--- src/rtl/i2cm_pkg.sv ---
package i2cm_pkg;

    localparam int COUNT_WIDTH_DEFAULT = 16;
    localparam int BYTE_BITS = 8;
    localparam int DELAY_WIDTH = 16;
    localparam logic [DELAY_WIDTH-1:0] DELAY_RESET = 16'd500;

    typedef enum logic [1:0] {
        OP_START = 2'd0,
        OP_STOP  = 2'd1,
        OP_WRITE = 2'd2,
        OP_READ  = 2'd3
    } op_t;

    typedef struct packed {
        logic                 cmd_valid;
        logic [1:0]           opcode;
        logic [BYTE_BITS-1:0] write_byte;
        logic                 send_ack;
        logic                 sda_in;
    } cmd_t;

    typedef struct packed {
        logic                 scl_pull_low;
        logic                 sda_pull_low;
        logic                 busy_res;
        logic                 done_res;
        logic [BYTE_BITS-1:0] read_byte;
        logic                 ack_seen;
        logic                 rejected;
    } res_t;

endpackage

--- src/rtl/i2cm_seq.sv ---
module i2cm_seq
    import i2cm_pkg::*;
#(
    parameter int COUNT_WIDTH = COUNT_WIDTH_DEFAULT
)(
    input  logic                   clk,
    input  logic                   rst_n,
    input  logic                   accept,
    input  cmd_t                   cmd,
    input  logic [DELAY_WIDTH-1:0] delay_ticks,
    output res_t                   res
);

    typedef enum logic [3:0] {
        PH_IDLE    = 4'd0,
        PH_ST_A    = 4'd1,
        PH_ST_B    = 4'd2,
        PH_SP_A    = 4'd3,
        PH_SP_B    = 4'd4,
        PH_SP_C    = 4'd5,
        PH_WR_HIGH = 4'd6,
        PH_WR_LOW  = 4'd7,
        PH_WA_HIGH = 4'd8,
        PH_WA_SAMP = 4'd9,
        PH_RD_HIGH = 4'd10,
        PH_RD_SAMP = 4'd11,
        PH_RA_HIGH = 4'd12,
        PH_RA_END  = 4'd13
    } phase_t;

    phase_t                 phase_reg, phase_next;
    logic [3:0]             bit_index_reg, bit_index_next;
    logic [BYTE_BITS-1:0]   shift_reg, shift_next;
    logic [COUNT_WIDTH-1:0] wait_reg, wait_next;
    logic                   scl_drive_reg, scl_drive_next;
    logic                   sda_drive_reg, sda_drive_next;
    logic                   ack_flag_reg, ack_flag_next;
    logic                   ack_choice_reg, ack_choice_next;
    logic [BYTE_BITS-1:0]   received_reg, received_next;
    logic                   done_next;
    logic                   rej_next;

    logic [31:0]            delay_ext;
    logic [COUNT_WIDTH-1:0] delay_masked;
    logic [COUNT_WIDTH-1:0] load_value;
    logic [COUNT_WIDTH-1:0] wait_dec;
    logic [3:0]             bit_index_inc;
    logic [BYTE_BITS-1:0]   shift_left;

    // A delay of zero after masking to the counter width behaves as one tick.
    assign delay_ext    = {{(32-DELAY_WIDTH){1'b0}}, delay_ticks};
    assign delay_masked = delay_ext[COUNT_WIDTH-1:0];
    assign load_value   = (delay_masked == '0) ? COUNT_WIDTH'(1) : delay_masked;
    assign wait_dec     = wait_reg - COUNT_WIDTH'(1);
    assign bit_index_inc = bit_index_reg + 4'd1;
    assign shift_left   = {shift_reg[BYTE_BITS-2:0], 1'b0};

    always_comb
    begin
        phase_next      = phase_reg;
        bit_index_next  = bit_index_reg;
        shift_next      = shift_reg;
        wait_next       = wait_reg;
        scl_drive_next  = scl_drive_reg;
        sda_drive_next  = sda_drive_reg;
        ack_flag_next   = ack_flag_reg;
        ack_choice_next = ack_choice_reg;
        received_next   = received_reg;
        done_next       = 1'b0;
        rej_next        = 1'b0;

        if (phase_reg == PH_IDLE)
        begin
            if (cmd.cmd_valid)
            begin
                bit_index_next = 4'd0;
                wait_next      = load_value;
                case (op_t'(cmd.opcode))
                    OP_START:
                    begin
                        sda_drive_next = 1'b0;
                        scl_drive_next = 1'b0;
                        phase_next     = PH_ST_A;
                    end
                    OP_STOP:
                    begin
                        sda_drive_next = 1'b1;
                        phase_next     = PH_SP_A;
                    end
                    OP_WRITE:
                    begin
                        shift_next     = cmd.write_byte;
                        sda_drive_next = ~cmd.write_byte[BYTE_BITS-1];
                        phase_next     = PH_WR_HIGH;
                    end
                    default:
                    begin
                        ack_choice_next = cmd.send_ack;
                        shift_next      = '0;
                        sda_drive_next  = 1'b0;
                        phase_next      = PH_RD_HIGH;
                    end
                endcase
            end
        end
        else
        begin
            rej_next  = cmd.cmd_valid;
            wait_next = wait_dec;
            if (wait_dec == '0)
            begin
                case (phase_reg)
                    PH_ST_A:
                    begin
                        sda_drive_next = 1'b1;
                        wait_next      = load_value;
                        phase_next     = PH_ST_B;
                    end
                    PH_ST_B:
                    begin
                        scl_drive_next = 1'b1;
                        phase_next     = PH_IDLE;
                        done_next      = 1'b1;
                    end
                    PH_SP_A:
                    begin
                        scl_drive_next = 1'b0;
                        wait_next      = load_value;
                        phase_next     = PH_SP_B;
                    end
                    PH_SP_B:
                    begin
                        sda_drive_next = 1'b0;
                        wait_next      = load_value;
                        phase_next     = PH_SP_C;
                    end
                    PH_SP_C:
                    begin
                        phase_next = PH_IDLE;
                        done_next  = 1'b1;
                    end
                    PH_WR_HIGH:
                    begin
                        scl_drive_next = 1'b0;
                        wait_next      = load_value;
                        phase_next     = PH_WR_LOW;
                    end
                    PH_WR_LOW:
                    begin
                        scl_drive_next = 1'b1;
                        shift_next     = shift_left;
                        bit_index_next = bit_index_inc;
                        wait_next      = load_value;
                        if (bit_index_inc < 4'(BYTE_BITS))
                        begin
                            sda_drive_next = ~shift_left[BYTE_BITS-1];
                            phase_next     = PH_WR_HIGH;
                        end
                        else
                        begin
                            // Release SDA so the slave can drive its acknowledge.
                            sda_drive_next = 1'b0;
                            phase_next     = PH_WA_HIGH;
                        end
                    end
                    PH_WA_HIGH:
                    begin
                        scl_drive_next = 1'b0;
                        wait_next      = load_value;
                        phase_next     = PH_WA_SAMP;
                    end
                    PH_WA_SAMP:
                    begin
                        ack_flag_next  = ~cmd.sda_in;
                        scl_drive_next = 1'b1;
                        phase_next     = PH_IDLE;
                        done_next      = 1'b1;
                    end
                    PH_RD_HIGH:
                    begin
                        scl_drive_next = 1'b0;
                        wait_next      = load_value;
                        phase_next     = PH_RD_SAMP;
                    end
                    PH_RD_SAMP:
                    begin
                        shift_next     = {shift_reg[BYTE_BITS-2:0], cmd.sda_in};
                        scl_drive_next = 1'b1;
                        bit_index_next = bit_index_inc;
                        wait_next      = load_value;
                        if (bit_index_inc < 4'(BYTE_BITS))
                        begin
                            phase_next = PH_RD_HIGH;
                        end
                        else
                        begin
                            sda_drive_next = ack_choice_reg;
                            phase_next     = PH_RA_HIGH;
                        end
                    end
                    PH_RA_HIGH:
                    begin
                        scl_drive_next = 1'b0;
                        wait_next      = load_value;
                        phase_next     = PH_RA_END;
                    end
                    PH_RA_END:
                    begin
                        scl_drive_next = 1'b1;
                        sda_drive_next = 1'b0;
                        received_next  = shift_reg;
                        phase_next     = PH_IDLE;
                        done_next      = 1'b1;
                    end
                    default:
                    begin
                        phase_next = PH_IDLE;
                    end
                endcase
            end
        end
    end

    always_ff @(posedge clk or negedge rst_n)
    begin
        if (!rst_n)
        begin
            phase_reg      <= PH_IDLE;
            bit_index_reg  <= '0;
            shift_reg      <= '0;
            wait_reg       <= '0;
            scl_drive_reg  <= 1'b0;
            sda_drive_reg  <= 1'b0;
            ack_flag_reg   <= 1'b0;
            ack_choice_reg <= 1'b0;
            received_reg   <= '0;
        end
        else if (accept)
        begin
            phase_reg      <= phase_next;
            bit_index_reg  <= bit_index_next;
            shift_reg      <= shift_next;
            wait_reg       <= wait_next;
            scl_drive_reg  <= scl_drive_next;
            sda_drive_reg  <= sda_drive_next;
            ack_flag_reg   <= ack_flag_next;
            ack_choice_reg <= ack_choice_next;
            received_reg   <= received_next;
        end
    end

    always_comb
    begin
        res.scl_pull_low = scl_drive_next;
        res.sda_pull_low = sda_drive_next;
        res.busy_res     = (phase_next != PH_IDLE);
        res.done_res     = done_next;
        res.read_byte    = received_next;
        res.ack_seen     = ack_flag_next;
        res.rejected     = rej_next;
    end

endmodule

--- src/rtl/i2cm_skid.sv ---
module i2cm_skid
    import i2cm_pkg::*;
(
    input  logic clk,
    input  logic rst_n,
    input  logic in_valid,
    output logic in_stall,
    input  res_t in_res,
    output logic out_valid,
    input  logic out_stall,
    output res_t out_res
);

    logic main_valid_reg;
    logic skid_valid_reg;
    res_t main_reg;
    res_t skid_reg;
    logic accept_in;
    logic take_out;

    assign in_stall  = skid_valid_reg;
    assign out_valid = main_valid_reg;
    assign out_res   = main_reg;
    assign accept_in = in_valid & ~skid_valid_reg;
    assign take_out  = main_valid_reg & ~out_stall;

    always_ff @(posedge clk or negedge rst_n)
    begin
        if (!rst_n)
        begin
            main_valid_reg <= 1'b0;
            skid_valid_reg <= 1'b0;
        end
        else if (take_out)
        begin
            if (skid_valid_reg)
            begin
                skid_valid_reg <= 1'b0;
            end
            else
            begin
                main_valid_reg <= accept_in;
            end
        end
        else if (accept_in)
        begin
            if (main_valid_reg)
            begin
                skid_valid_reg <= 1'b1;
            end
            else
            begin
                main_valid_reg <= 1'b1;
            end
        end
    end

    always_ff @(posedge clk)
    begin
        if (take_out)
        begin
            if (skid_valid_reg)
            begin
                main_reg <= skid_reg;
            end
            else if (accept_in)
            begin
                main_reg <= in_res;
            end
        end
        else if (accept_in)
        begin
            if (main_valid_reg)
            begin
                skid_reg <= in_res;
            end
            else
            begin
                main_reg <= in_res;
            end
        end
    end

endmodule

--- src/rtl/i2c_master_byte_engine.sv ---
// Channel   Direction  Handshake            Payload
// request   in         in_valid/in_stall    cmd_valid opcode write_byte send_ack sda_in
// result    out        out_valid/out_stall  scl_pull_low sda_pull_low busy_res done_res
//                                           read_byte ack_seen rejected
// config    in         cfg_wr_en            cfg_wr_data (delay_ticks)
//
// Each request is one bus tick and yields one result; one request per cycle is taken unless stalled.
// The sequencer step is a single pass of logic into the output register.
// A two-entry output buffer lets a request be taken while the previous result is held.
// The input stalls only while both buffer entries hold results the consumer has not taken.
// Reset is asynchronous and active low; it returns the bus drives to released and the delay to 500.

module i2c_master_byte_engine
    import i2cm_pkg::*;
#(
    parameter int COUNT_WIDTH = COUNT_WIDTH_DEFAULT
)(
    input  logic                   clk,
    input  logic                   rst_n,
    input  logic                   cfg_wr_en,
    input  logic [DELAY_WIDTH-1:0] cfg_wr_data,
    input  logic                   in_valid,
    output logic                   in_stall,
    input  logic                   cmd_valid,
    input  logic [1:0]             opcode,
    input  logic [BYTE_BITS-1:0]   write_byte,
    input  logic                   send_ack,
    input  logic                   sda_in,
    output logic                   out_valid,
    input  logic                   out_stall,
    output logic                   scl_pull_low,
    output logic                   sda_pull_low,
    output logic                   busy_res,
    output logic                   done_res,
    output logic [BYTE_BITS-1:0]   read_byte,
    output logic                   ack_seen,
    output logic                   rejected
);

    logic [DELAY_WIDTH-1:0] delay_reg;
    logic                   accept;
    cmd_t                   cmd;
    res_t                   seq_res;
    res_t                   out_res;

    always_ff @(posedge clk or negedge rst_n)
    begin
        if (!rst_n)
        begin
            delay_reg <= DELAY_RESET;
        end
        else if (cfg_wr_en)
        begin
            delay_reg <= cfg_wr_data;
        end
    end

    assign accept = in_valid & ~in_stall;

    assign cmd.cmd_valid  = cmd_valid;
    assign cmd.opcode     = opcode;
    assign cmd.write_byte = write_byte;
    assign cmd.send_ack   = send_ack;
    assign cmd.sda_in     = sda_in;

    i2cm_seq #(
        .COUNT_WIDTH(COUNT_WIDTH)
    ) u_seq (
        .clk         (clk),
        .rst_n       (rst_n),
        .accept      (accept),
        .cmd         (cmd),
        .delay_ticks (delay_reg),
        .res         (seq_res)
    );

    i2cm_skid u_skid (
        .clk       (clk),
        .rst_n     (rst_n),
        .in_valid  (in_valid),
        .in_stall  (in_stall),
        .in_res    (seq_res),
        .out_valid (out_valid),
        .out_stall (out_stall),
        .out_res   (out_res)
    );

    assign scl_pull_low = out_res.scl_pull_low;
    assign sda_pull_low = out_res.sda_pull_low;
    assign busy_res     = out_res.busy_res;
    assign done_res     = out_res.done_res;
    assign read_byte    = out_res.read_byte;
    assign ack_seen     = out_res.ack_seen;
    assign rejected     = out_res.rejected;

`ifndef ASSERT_OFF
    // The buffer only pushes back when it already holds a result for the consumer.
    a_stall_has_result: assert property (@(posedge clk) disable iff (!rst_n)
        in_stall |-> out_valid)
        else $error("input stalled with no result pending");

    // A completing command always leaves the sequencer idle.
    a_done_not_busy: assert property (@(posedge clk) disable iff (!rst_n)
        (out_valid && done_res) |-> !busy_res)
        else $error("done reported while still busy");

    // A command is only dropped while a sequence runs, so the tick stays busy or completes.
    a_reject_busy: assert property (@(posedge clk) disable iff (!rst_n)
        (out_valid && rejected) |-> (busy_res || done_res))
        else $error("rejection on an idle tick");
`endif

endmodule

--- config.mk ---
export PLATFORM = sky130hd
export DESIGN_NAME = i2c_master_byte_engine
export DESIGN_NICKNAME = d
export VERILOG_FILES = /design/src/rtl/i2cm_pkg.sv /design/src/rtl/i2cm_seq.sv /design/src/rtl/i2cm_skid.sv /design/src/rtl/i2c_master_byte_engine.sv
export SDC_FILE = /design/constraint.sdc
export NUM_CORES = 1
export LEC_CHECK = 0
export BUFFER_PORTS_ARGS = -buffer_cell sky130_fd_sc_hd__buf_2
export CAP_MARGIN = 30
export CORE_ASPECT_RATIO = 1.75
export CORE_UTILIZATION = 59
export DETAILED_ROUTE_END_ITERATION = 6
export PLACE_DENSITY = 0.88
export SYNTH_ARGS = -nofsm -noshare
export SYNTH_HDL_FRONTEND = slang
export SYNTH_SLANG_ARGS = --single-unit
--- constraint.sdc ---
create_clock -name clk -period 4.3 [get_ports clk]
set_input_delay 0.86 -clock clk [delete_from_list [all_inputs] [get_ports clk]]
set_output_delay 0.86 -clock clk [all_outputs]
set_load 0.01 [all_outputs]
Word level (Yosys, flattened, before mapping)

Index checks and enable logic that the tools add are counted.

Eq/ne operators: 19
Add/sub/neg operators: 2
Mux-type cells: 54
Reductions and logical operators: 27
Order comparisons: 1
Bitwise gates (word level): 9

Operator list:

| operator                                             | number |
|---|---|
| two-way mux 16 bit                                   | 5 |
| two-way mux 14 bit                                   | 5 |
| two-way mux 8 bit                                    | 6 |
| one-hot mux 4 bit (9 select lines)                   | 1 |
| zero test 16 bit                                     | 2 |
| two-way mux 4 bit                                    | 8 |
| one-hot mux 8 bit (2 select lines)                   | 2 |
| equality test 4 bit (second input constant)          | 6 |
| two-way mux 1 bit                                    | 22 |
| equality test 4 x 3 -> 1 bit (second input constant) | 4 |
| subtractor 16 x 1 -> 16 bit (second input constant)  | 1 |
| one-hot mux 4 bit (3 select lines)                   | 1 |
| nonzero test 2 bit                                   | 5 |
| OR reduction 5 bit                                   | 2 |
| OR reduction 9 bit                                   | 1 |
| equality test 4 x 2 -> 1 bit (second input constant) | 2 |
| inequality test 2 bit (second input constant)        | 4 |
| AND reduction 4 bit                                  | 2 |
| NOT 1 bit                                            | 7 |
| AND reduction 2 bit                                  | 3 |
| AND reduction 3 bit                                  | 2 |
| OR reduction 2 bit                                   | 3 |
| AND reduction 5 bit                                  | 1 |
| adder 4 x 1 -> 4 bit (second input constant)         | 1 |
| other kinds (14)                                     | 16 |

Flip-flop bits (word level): 90
Logic and storage cells: 138
Output and inout port bits: 16
Input bits: 34

Longest topological paths before layout

Gate-level depths: netlist of the first run.

Word-level depth: 10
Depth in mapped cells: 13
Mapped depth without buffers: 10

By module

From an unflattened synthesis of the first run, not the netlist that was laid out.

Cells, all modules: 473
Area total of the unflattened synthesis: 5,157.4 um^2

By module, submodules not included:

| module                 | times used | cells each | area an instance (um^2) | seq. area each (um^2) |
|---|---|---|---|---|
| i2cm_seq               | 1          | 382        | 3,329.4                 | 1,101.1 |
| i2cm_skid              | 1          | 56         | 1,164.9                 | 890.9 |
| i2c_master_byte_engine | 1          | 35         | 663.1                   | 407.9 |

Worst setup path before layout of the first run

OpenSTA, ideal clock, no wires.

Path kind: flip-flop to flip-flop
Start: register u_seq.wait_reg[0]
End: register u_skid.main_reg, in the netlist u_skid.out_res[9] (data pin)
Path buffers: 3
Stages on the path, launching flop included: 14
Arrival: 2.950 ns
Clock period less this slack: 3.209 ns
Slack: 1.091 ns
Required time: 4.040 ns
Setup time: 0.260 ns
Cells stage by stage: dfrtp_1 > buf_6 > inv_1 > ha_1 > nor3b_2 > buf_4 > nand4_1 > xor2_1 > nand4b_2 > or2_1 > buf_6 > nor2_4 > mux2_2 > mux2_2

RTL lines:

| element                | RTL line        | RTL |
|---|---|---|
| start, declared        | i2cm_seq.sv:34  | `logic [COUNT_WIDTH-1:0] wait_reg, wait_next;` |
| start signal, assigned | i2cm_seq.sv:243 | `wait_reg <= wait_next;` |
| end signal, assigned   | i2cm_skid.sv:64 | `main_reg <= skid_reg;` |
| end signal, assigned   | i2cm_skid.sv:68 | `main_reg <= in_res;` |
| end signal, assigned   | i2cm_skid.sv:79 | `main_reg <= in_res;` |
| end, declared          | i2cm_skid.sv:16 | `res_t main_reg;` |

==> results.tsv, run 1 <==
stage	metric	value	unit
outcome	outcome	finished clean	
global_routing	first-pass GRT wire length	18640	um
sta	fin. max-slew vios	0	
setup_path	Worst EP required	4.40	ns
sta	Hold Fails Final Rpt	0	
power	NetSw	1.033	mW
setup_path	Critical Setup Path Class	reg2reg	
hold_path	worst hold path type	in2async	
flow_run	max-cap violations	0	
setup_path	worst-path fanout max	12	
logic_synthesis	Seq cells post-synth	90	
power	Sw Share	35.18	%
clock_network	H-tree Lvls	3	
sta	fmax	0.2522	GHz
placement	GP Congestion	0.9352	
logic_synthesis	Synth Area per Inst	10.52	um^2
setup_path	worst r2r src	u_seq.wait_reg[0]	
final_layout	FF+latch area	0.002400	mm^2
setup_path	slowest CP cell	nor3b_2	
route	routed len/inst	17.37	um
final_layout	Final Util	68.36	%
clock_network	clock sink total	90	
floorplan	Rows	44	
floorplan	I/O pin total	50	
final_layout	diodes inserted	0	
route	TritonRoute pass-1 iters	7	
sta	Final Critical Period	3.965	ns
route	vias post-DR	3918	
global_routing	gr usage total	27.21	%
setup_path	Setup crit end	u_skid.out_res[4]	
floorplan	chip width	71.86	um
global_routing	vias in the first global route	3959	
setup_path	r2r endpoint	u_skid.out_res[4]	
clock_network	clock latency on the worst-skew pair	0.35	ns
global_routing	grt ovf	0	
setup_path	number of stages on the worst setup path	10	
clock_network	post-CTS setup buffers	0	
logic_synthesis	synthesized area	0.005039	mm^2
power	Reg power frac	45.1	%
placement	Port Buffers	49	
floorplan	Core Box Area	0.008313	mm^2
setup_path	flop2flop setup slack	0.34	ns
final_layout	Multi-input gate area	0.002415	mm^2
floorplan	DIE HEIGHT	124.3	um
clock_network	Worst-path clk slew	0.07	ns
setup_path	Largest delay share family, worst path	simple AND/OR/NAND/NOR gates	
sta	hold slack	0.3967	ns
final_layout	post-route cell area	0.005683	mm^2
setup_path	worst setup path startpoint	u_seq.wait_reg[0]	
logic_synthesis	YS warnings	0	
setup_path	Worst EP arrival	4.07	ns
logic_synthesis	syn nets	521	
floorplan	starting density of the core	60.61	%
power	Pleak	2.411	nW
final_layout	Final nets	561	
route	Iteration-0 DRC Markers	257	
setup_path	CP endpoint kind	register	
power	Pwr per Cell Area	516.5	mW/mm^2
sta	final setup TNS	0	ns
placement	HPWL after detailed placement	8203	um
clock_network	Num CTS Buffers	9	
clock_network	CTS root buf	clkbuf_16	
final_layout	layout cell share with drive strength beyond 1	27.67	%
route	routed vias/inst	6.131	
placement	pre-CTS setup slack	0.3931	ns
floorplan	Die ar.	0.008928	mm^2
logic_synthesis	Mapped Cells	479	
power	combinational share of power	26.8	%
logic_synthesis	Post-synth EDFFs	28	
global_routing	grt met3 use	6.068	%
setup_path	CP most frequent cell	mux2_2	
sta	final setup vio count	0	
logic_synthesis	Post-synth top flop	dfrtp_1	
global_routing	antenna violations before repair	0	
setup_path	worst-path cell chain	inv_1, ha_1, nor3b_2, nand4_1, xor2_1, nand4b_2, or2_1, nor2_4, mux2_2, mux2_2	
power	Worst VDD drop	0.0003423	V
logic_synthesis	FFs w/ async S/R, synth	68.89	%
global_routing	GR Layer Usage met2	47.61	%
placement	dpl cells	622	
final_layout	# fillers	602	
sta	RSZ-0062 raised after global routing	false	
sta	final setup margin	0.3354	ns
final_layout	Layout area overhead	12.79	%
route	drt total wl	11100	um
clock_network	TritonCTS clock tree	yes	
sta	worst slew pin tran	0.9037	ns
final_layout	final cell count without fillers	639	
power	total internal power	1.903	mW
route	Antenna Nets Post-Route	0	
setup_path	CP Buf/Inv Count	1	
logic_synthesis	synth unique cells	67	
power	Clock Power Share	28.2	%
setup_path	CP peak stage delay	0.59	ns
placement	dpl cell area	0.005348	mm^2
clock_network	CTS Hold Bufs	0	
sta	Max-slew headroom	39.35	%
clock_network	Post-CTS Resized	0	
power	Overall Power	2.936	mW
route	# DRC	0	
logic_synthesis	sequential area share after synthesis	47.63	%
setup_path	R2R cell count	10	
sta	Worst Skew	0.01109	ns
global_routing	GRT busiest layer	met2	
global_routing	largest net degree at the start of global routing	43	
global_routing	met1 Resource Use GR	29.12	%
clock_network	clock buffer depth	2	
sta	period utilization	92.20	%
setup_path	startpoint class of the critical path	register	
-- layout by cell type, fill, tap and decap left out, drive strengths merged, types with 3 or more instances in the layout --
cell type and n:
ha 8, and3 18, or3 4, nand3 16
xor2 4, nand2 47, buf 58, mux2i 9
nor4 12, a22oi 7, inv 22, a31oi 6
nor3 18, a32oi 3, nor3b 3, a21oi 31
edfxtp 28, dfrtp 56, clkbuf 9, nand4 4
o21ai 35, xnor2 3, a211o 6, nor2 25
mux2 48, nand2b 4, dfstp 6, nor2b 3
-- kinds of logic after synthesis --
logic type,share of synthesized area [%]
AND/OR/NAND/NOR,18.62
AO/OA/AOI/OAI,13.31
flip-flops,47.63
multiplexers,12.52
buffers and inverters,4.569
adder cells (fa/ha/maj),1.987
XOR/XNOR,1.366
-- final cells by class --
cell class | instances | area share (%)
clock buffer | 9 | 3.963
clock inverter | 7 | 1.585
inverter | 17 | 1.123
multi-input combinational | 343 | 42.49
sequential | 90 | 42.23
tap | 115 | 2.532
timing repair buffer | 58 | 6.077
-- synth_stat cells, drive strengths merged, types with 7 or more instances --
| cell | n | area [um^2] |
|---|---|---|
| dfrtp | 56 | 1401 |
| mux2 | 48 | 540.5 |
| nand2 | 47 | 176.4 |
| o21ai | 35 | 175.2 |
| a21oi | 31 | 155.2 |
| edfxtp | 28 | 840.8 |
| nor2 | 25 | 101.4 |
| clkbuf | 19 | 91.34 |
| and3 | 18 | 112.6 |
| nor3 | 18 | 101.4 |
| inv | 17 | 63.81 |
| nand3 | 16 | 80.08 |
| nor4 | 12 | 120.1 |
| buf | 10 | 75.06 |
| mux2i | 9 | 90.09 |
| ha | 8 | 100.1 |
| a22oi | 7 | 52.55 |
-- metal layers --
layer / share of wire [%] / up-vias
met1: 36 / 1885
met5: 0 / -
met3: 4.8 / 43
li1: - / 1839
met2: 54 / 151
met4: 5.2 / 0
-- power by group through the flow --
stage / clock [mW] / sequential [mW] / combinational (mW)
2_1_floorplan: 0 / 1.27 / 0.612
3_3_place_gp: 0 / 1.32 / 0.741
3_5_place_dp: 0 / 1.33 / 0.777
4_1_cts: 0.838 / 1.31 / 0.782
5_1_grt: 0.873 / 1.35 / 0.870
6_report: 0.827 / 1.32 / 0.786
-- how the worst min path moves through the flow --
stage / from / to / slack, ns / depth (start not counted)
floorplan: u_seq.ack_flag_reg / u_seq.ack_flag_reg / 0.44 / 2
global placement: u_seq.ack_flag_reg / u_seq.ack_flag_reg / 0.46 / 2
detailed placement: u_seq.received_reg[5] / u_seq.received_reg[5] / 0.48 / 1
CTS: u_seq.received_reg[0] / u_seq.received_reg[0] / 0.49 / 1
global route: rst_n / u_seq.wait_reg[2] / 0.42 / 1
finish: rst_n / u_seq.wait_reg[2] / 0.40 / 1
Note: power is estimated with default switching activity, not from simulation.
==> inputs of run 2 (changes only) <==
Settings changed: CORE_UTILIZATION 59 to 61, CTS_BUF_LIST set to sky130_fd_sc_hd__clkbuf_2 sky130_fd_sc_hd__clkbuf_4 sky130_fd_sc_hd__clkbuf_8, PLACE_DENSITY 0.88 to 0.9, SETUP_SLACK_MARGIN set to 0.2.
==> results.tsv, run 2 (synthesized netlist as in run 1, its figures left out) <==
stage	metric	value	unit
setup_path	CP endpoint kind	register	
clock_network	TritonCTS clock tree	yes	
setup_path	CP peak stage delay	0.50	ns
final_layout	# fillers	607	
final_layout	Layout area overhead	9.660	%
clock_network	clock latency on the worst-skew pair	0.38	ns
floorplan	chip width	70.70	um
final_layout	Multi-input gate area	0.002415	mm^2
sta	RSZ-0062 raised after global routing	false	
sta	Max-slew headroom	39.49	%
sta	fmax	0.2683	GHz
final_layout	layout cell share with drive strength beyond 1	27.81	%
global_routing	vias in the first global route	3921	
final_layout	Final nets	562	
flow_run	max-cap violations	0	
route	routed len/inst	18.28	um
sta	Hold Fails Final Rpt	0	
clock_network	clock buffer depth	2	
setup_path	slowest CP cell	dfrtp_1	
outcome	failing checks	design-rule violations	
sta	period utilization	86.67	%
placement	pre-CTS setup slack	0.6457	ns
clock_network	Worst-path clk slew	0.09	ns
clock_network	CTS root buf	clkbuf_8	
route	Antenna Nets Post-Route	0	
power	Pwr per Cell Area	486.8	mW/mm^2
hold_path	worst hold path type	in2async	
clock_network	H-tree Lvls	3	
final_layout	FF+latch area	0.002400	mm^2
setup_path	Worst EP arrival	3.87	ns
floorplan	Core Box Area	0.007963	mm^2
final_layout	most common cell after layout, fill and taps aside	dfrtp_1	
setup_path	CP most frequent cell	mux2_2	
setup_path	Worst EP required	4.44	ns
clock_network	Num CTS Buffers	9	
sta	final setup vio count	0	
clock_network	post-CTS setup buffers	0	
placement	GP Congestion	0.9277	
floorplan	I/O pin total	50	
route	vias post-DR	3939	
final_layout	most frequent cells in the layout	56 x dfrtp_1, 49 x buf_2, 47 x nand2_1, 46 x mux2_2	
setup_path	startpoint class of the critical path	register	
placement	Port Buffers	49	
global_routing	largest net degree at the start of global routing	44	
power	Pleak	2.352	nW
floorplan	Rows	43	
sta	final setup margin	0.5730	ns
setup_path	flop2flop setup slack	0.57	ns
setup_path	worst-path cell chain	inv_1, ha_1, nor3b_2, buf_4, a32oi_1, o2bb2ai_2, nand4b_2, or2_1, nor2_4, mux2_2, mux2_2	
global_routing	first-pass GRT wire length	18560	um
setup_path	worst-path fanout max	10	
route	routed vias/inst	6.405	
final_layout	Final Util	69.39	%
sta	Final Critical Period	3.727	ns
route	drt total wl	11240	um
setup_path	Setup crit end	u_skid.out_res[9]	
global_routing	grt ovf	0	
final_layout	diodes inserted	0	
floorplan	DIE HEIGHT	122.2	um
setup_path	worst setup path startpoint	u_seq.wait_reg[0]	
sta	Worst Skew	0.007067	ns
sta	worst slew pin tran	0.9015	ns
setup_path	R2R cell count	11	
setup_path	worst r2r src	u_seq.wait_reg[0]	
setup_path	Critical Setup Path Class	reg2reg	
sta	final setup TNS	0	ns
clock_network	clock sink total	90	
global_routing	antenna violations before repair	0	
route	# DRC	5	
sta	fin. max-slew vios	0	
floorplan	Die ar.	0.008642	mm^2
placement	HPWL after detailed placement	8287	um
power	Worst VDD drop	0.0003440	V
route	TritonRoute pass-1 iters	7	
clock_network	Post-CTS Resized	0	
route	Iteration-0 DRC Markers	301	
outcome	outcome	complete, but fails checks	
clock_network	CTS Hold Bufs	0	
global_routing	gr usage total	28.14	%
floorplan	starting density of the core	63.28	%
setup_path	r2r endpoint	u_skid.out_res[9]	
[run 2: cell type report]
cell class	count	area share [%]
well taps	90	2.038
repair buffers	59	6.159
clock buffers	10	2.491
clock inverters	6	1.019
multi-input cells	343	43.70
inverters	17	1.155
flip-flops and latches	90	43.43
[run 2: worst min path at each step]
stage,from,endpoint,slack [ns]
after global placement,u_seq.ack_flag_reg,u_seq.ack_flag_reg,0.46
after floorplan,u_seq.ack_flag_reg,u_seq.ack_flag_reg,0.44
after CTS,u_seq.bit_index_reg[2],u_seq.bit_index_reg[2],0.50
final,rst_n,u_seq.wait_reg[1],0.37
after detailed placement,u_seq.received_reg[5],u_seq.received_reg[5],0.48
after global routing,rst_n,u_seq.phase_reg[3],0.38
[run 2: per-stage QoR]
step	hold slack, ns	total power [mW]	cell area [um^2]	cells
2_1_floorplan	0.4436	1.879	5039	479
3_3_place_gp	0.4573	2.068	5296	597
3_5_place_dp	0.4791	2.118	5311	598
4_1_cts	0.4962	2.681	5505	614
5_1_grt	0.3800	2.842	5525	615
6_report	0.3687	2.690	5525	615
[run 2: critical path, delay by kind of cell, from the launching register on]
kind	cells	cell delay (ns)
AND/OR/NAND/NOR	4	1.36
multiplexers	2	0.66
flip-flops	1	0.50
AO/OA/AOI/OAI	2	0.36
buffers and inverters	2	0.32
adder cells (fa/ha/maj)	1	0.28
[run 2: power breakdown]
part	switching, mW	internal [mW]	total (mW)
Sequential	0.230	1.09	1.32
Combinational	0.451	0.346	0.796
Clock	0.334	0.239	0.573
Total	1.01	1.67	2.69
[run 2: per-layer routing]
metal / share of wire [%] / GRT usage, % / vias up / wire (um)
met4: 4.5 / 16.00 / 0 / 505
met2: 54 / 51.74 / 151 / 6126
met5: 0 / 0 / - / 0
met1: 37 / 29.96 / 1909 / 4144
met3: 4.2 / 4.926 / 35 / 468
li1: - / - / 1844 / -
==> inputs of run 3 (changes only) <==
Settings changed: GPL_TIMING_DRIVEN set to 0.
==> results.tsv, run 3 (synthesized netlist as in run 1, its figures left out) <==
stage	metric	value	unit
global_routing	vias in the first global route	4181	
global_routing	first-pass GRT wire length	19320	um
sta	final setup TNS	0	ns
sta	fin. max-slew vios	0	
floorplan	Die ar.	0.008642	mm^2
route	routed vias/inst	6.356	
placement	dpl cells	618	
sta	period utilization	86.34	%
floorplan	DIE HEIGHT	122.2	um
clock_network	Num CTS Buffers	9	
floorplan	I/O pin total	50	
setup_path	worst-path fanout max	10	
sta	Max-slew headroom	32.85	%
setup_path	startpoint class of the critical path	register	
placement	GP Congestion	0.9831	
sta	worst slew pin tran	0.9980	ns
final_layout	layout cell share with drive strength beyond 1	26.84	%
global_routing	grt ovf	0	
global_routing	gr usage total	29.55	%
clock_network	clock buffer depth	2	
final_layout	Layout area overhead	11.17	%
route	Iteration-0 DRC Markers	306	
route	TritonRoute pass-1 iters	7	
final_layout	most common cell after layout, fill and taps aside	dfrtp_1	
setup_path	Worst EP required	4.44	ns
route	routed len/inst	18.57	um
floorplan	starting density of the core	63.28	%
floorplan	Core Box Area	0.007963	mm^2
placement	pre-CTS setup slack	0.5909	ns
route	vias post-DR	4030	
flow_run	max-cap violations	0	
clock_network	CTS root buf	clkbuf_8	
outcome	outcome	complete, but fails checks	
clock_network	CTS Hold Bufs	0	
power	Pleak	2.380	nW
sta	Final Critical Period	3.713	ns
floorplan	chip width	70.70	um
setup_path	CP endpoint kind	register	
floorplan	Rows	43	
route	Antenna Nets Post-Route	0	
placement	HPWL after detailed placement	8910	um
final_layout	diodes inserted	0	
power	Pwr per Cell Area	485.3	mW/mm^2
clock_network	post-CTS setup buffers	0	
sta	Worst Skew	0.009426	ns
final_layout	Final nets	581	
route	drt total wl	11780	um
sta	hold slack	0.4388	ns
route	# DRC	4	
power	Worst VDD drop	0.0003623	V
final_layout	Final Util	70.35	%
setup_path	Worst EP arrival	3.85	ns
hold_path	worst hold path type	in2async	
clock_network	Worst-path clk slew	0.09	ns
final_layout	most frequent cells in the layout	56 x dfrtp_1, 50 x buf_2, 47 x nand2_1, 46 x mux2_2	
setup_path	Critical Setup Path Class	reg2reg	
global_routing	antenna violations before repair	0	
sta	Hold Fails Final Rpt	0	
global_routing	largest net degree at the start of global routing	42	
sta	final setup margin	0.5875	ns
sta	fmax	0.2694	GHz
sta	RSZ-0062 raised after global routing	false	
clock_network	Post-CTS Resized	0	
clock_network	H-tree Lvls	3	
final_layout	final cell count without fillers	634	
final_layout	# fillers	614	
clock_network	TritonCTS clock tree	yes	
placement	Port Buffers	47	
outcome	failing checks	design-rule violations	
clock_network	clock sink total	90	
clock_network	clock latency on the worst-skew pair	0.39	ns
sta	final setup vio count	0	
-- run 3: layout make-up --
class / instances / area [um^2] / area share [%]
plain buffers: 29 / 166.4 / 2.971
flip-flops and latches: 90 / 2400 / 42.84
repair buffers: 49 / 262.8 / 4.691
inverters: 17 / 63.81 / 1.139
clock inverters: 6 / 50.05 / 0.8935
multi-input cells: 343 / 2409 / 43.00
clock buffers: 10 / 137.6 / 2.457
well taps: 90 / 112.6 / 2.010
-- run 3: path summary, 6_finish.rpt --
kind | from | endpoint | slack [ns] | cells past startpoint
worst min-delay path | rst_n | u_seq.phase_reg[2] | 0.44 | 1
worst min register to register | u_seq.received_reg[0] | u_seq.received_reg[0] | 0.49 | 1
min in group clk | u_seq.received_reg[0] | u_seq.received_reg[0] | 0.49 | 1
worst max register to register | u_seq.wait_reg[1] | u_skid.out_res[9] | 0.59 | 12
worst max-delay path | u_seq.wait_reg[1] | u_skid.out_res[9] | 0.59 | 12
max in group asynchronous | rst_n | delay_reg[8] | 3.21 | 2
-- run 3: worst max-delay path: stages (launching register included) --
cell	delay [ns]
dfrtp_1	0.48
inv_1	0.11
ha_1	0.28
nor3b_2	0.31
buf_4	0.22
nand4_1	0.17
xor2_1	0.33
nand4b_2	0.23
or2_1	0.27
buf_6	0.15
nor2_4	0.23
mux2_2	0.41
mux2_2	0.27
-- run 3: layer usage --
layer / wire length (um) / track usage, %
met1: 4149 / 28.75
met2: 6491 / 55.17
met5: 0 / 0
met3: 446 / 4.433
met4: 688 / 22.25
-- run 3: report_power, final --
| part | internal, mW | switching, mW |
|---|---|---|
| combinational | 0.370 | 0.541 |
| clock | 0.232 | 0.320 |
| sequential | 1.09 | 0.163 |
-- run 3: per-stage QoR --
| stage | area (um^2) | total power, mW |
|---|---|---|
| final | 5602 | 2.718 |
| after detailed placement | 5414 | 2.172 |
| after CTS | 5602 | 2.717 |
| after global routing | 5602 | 2.861 |
| after floorplan | 5039 | 1.879 |
| after global placement | 5386 | 2.118 |
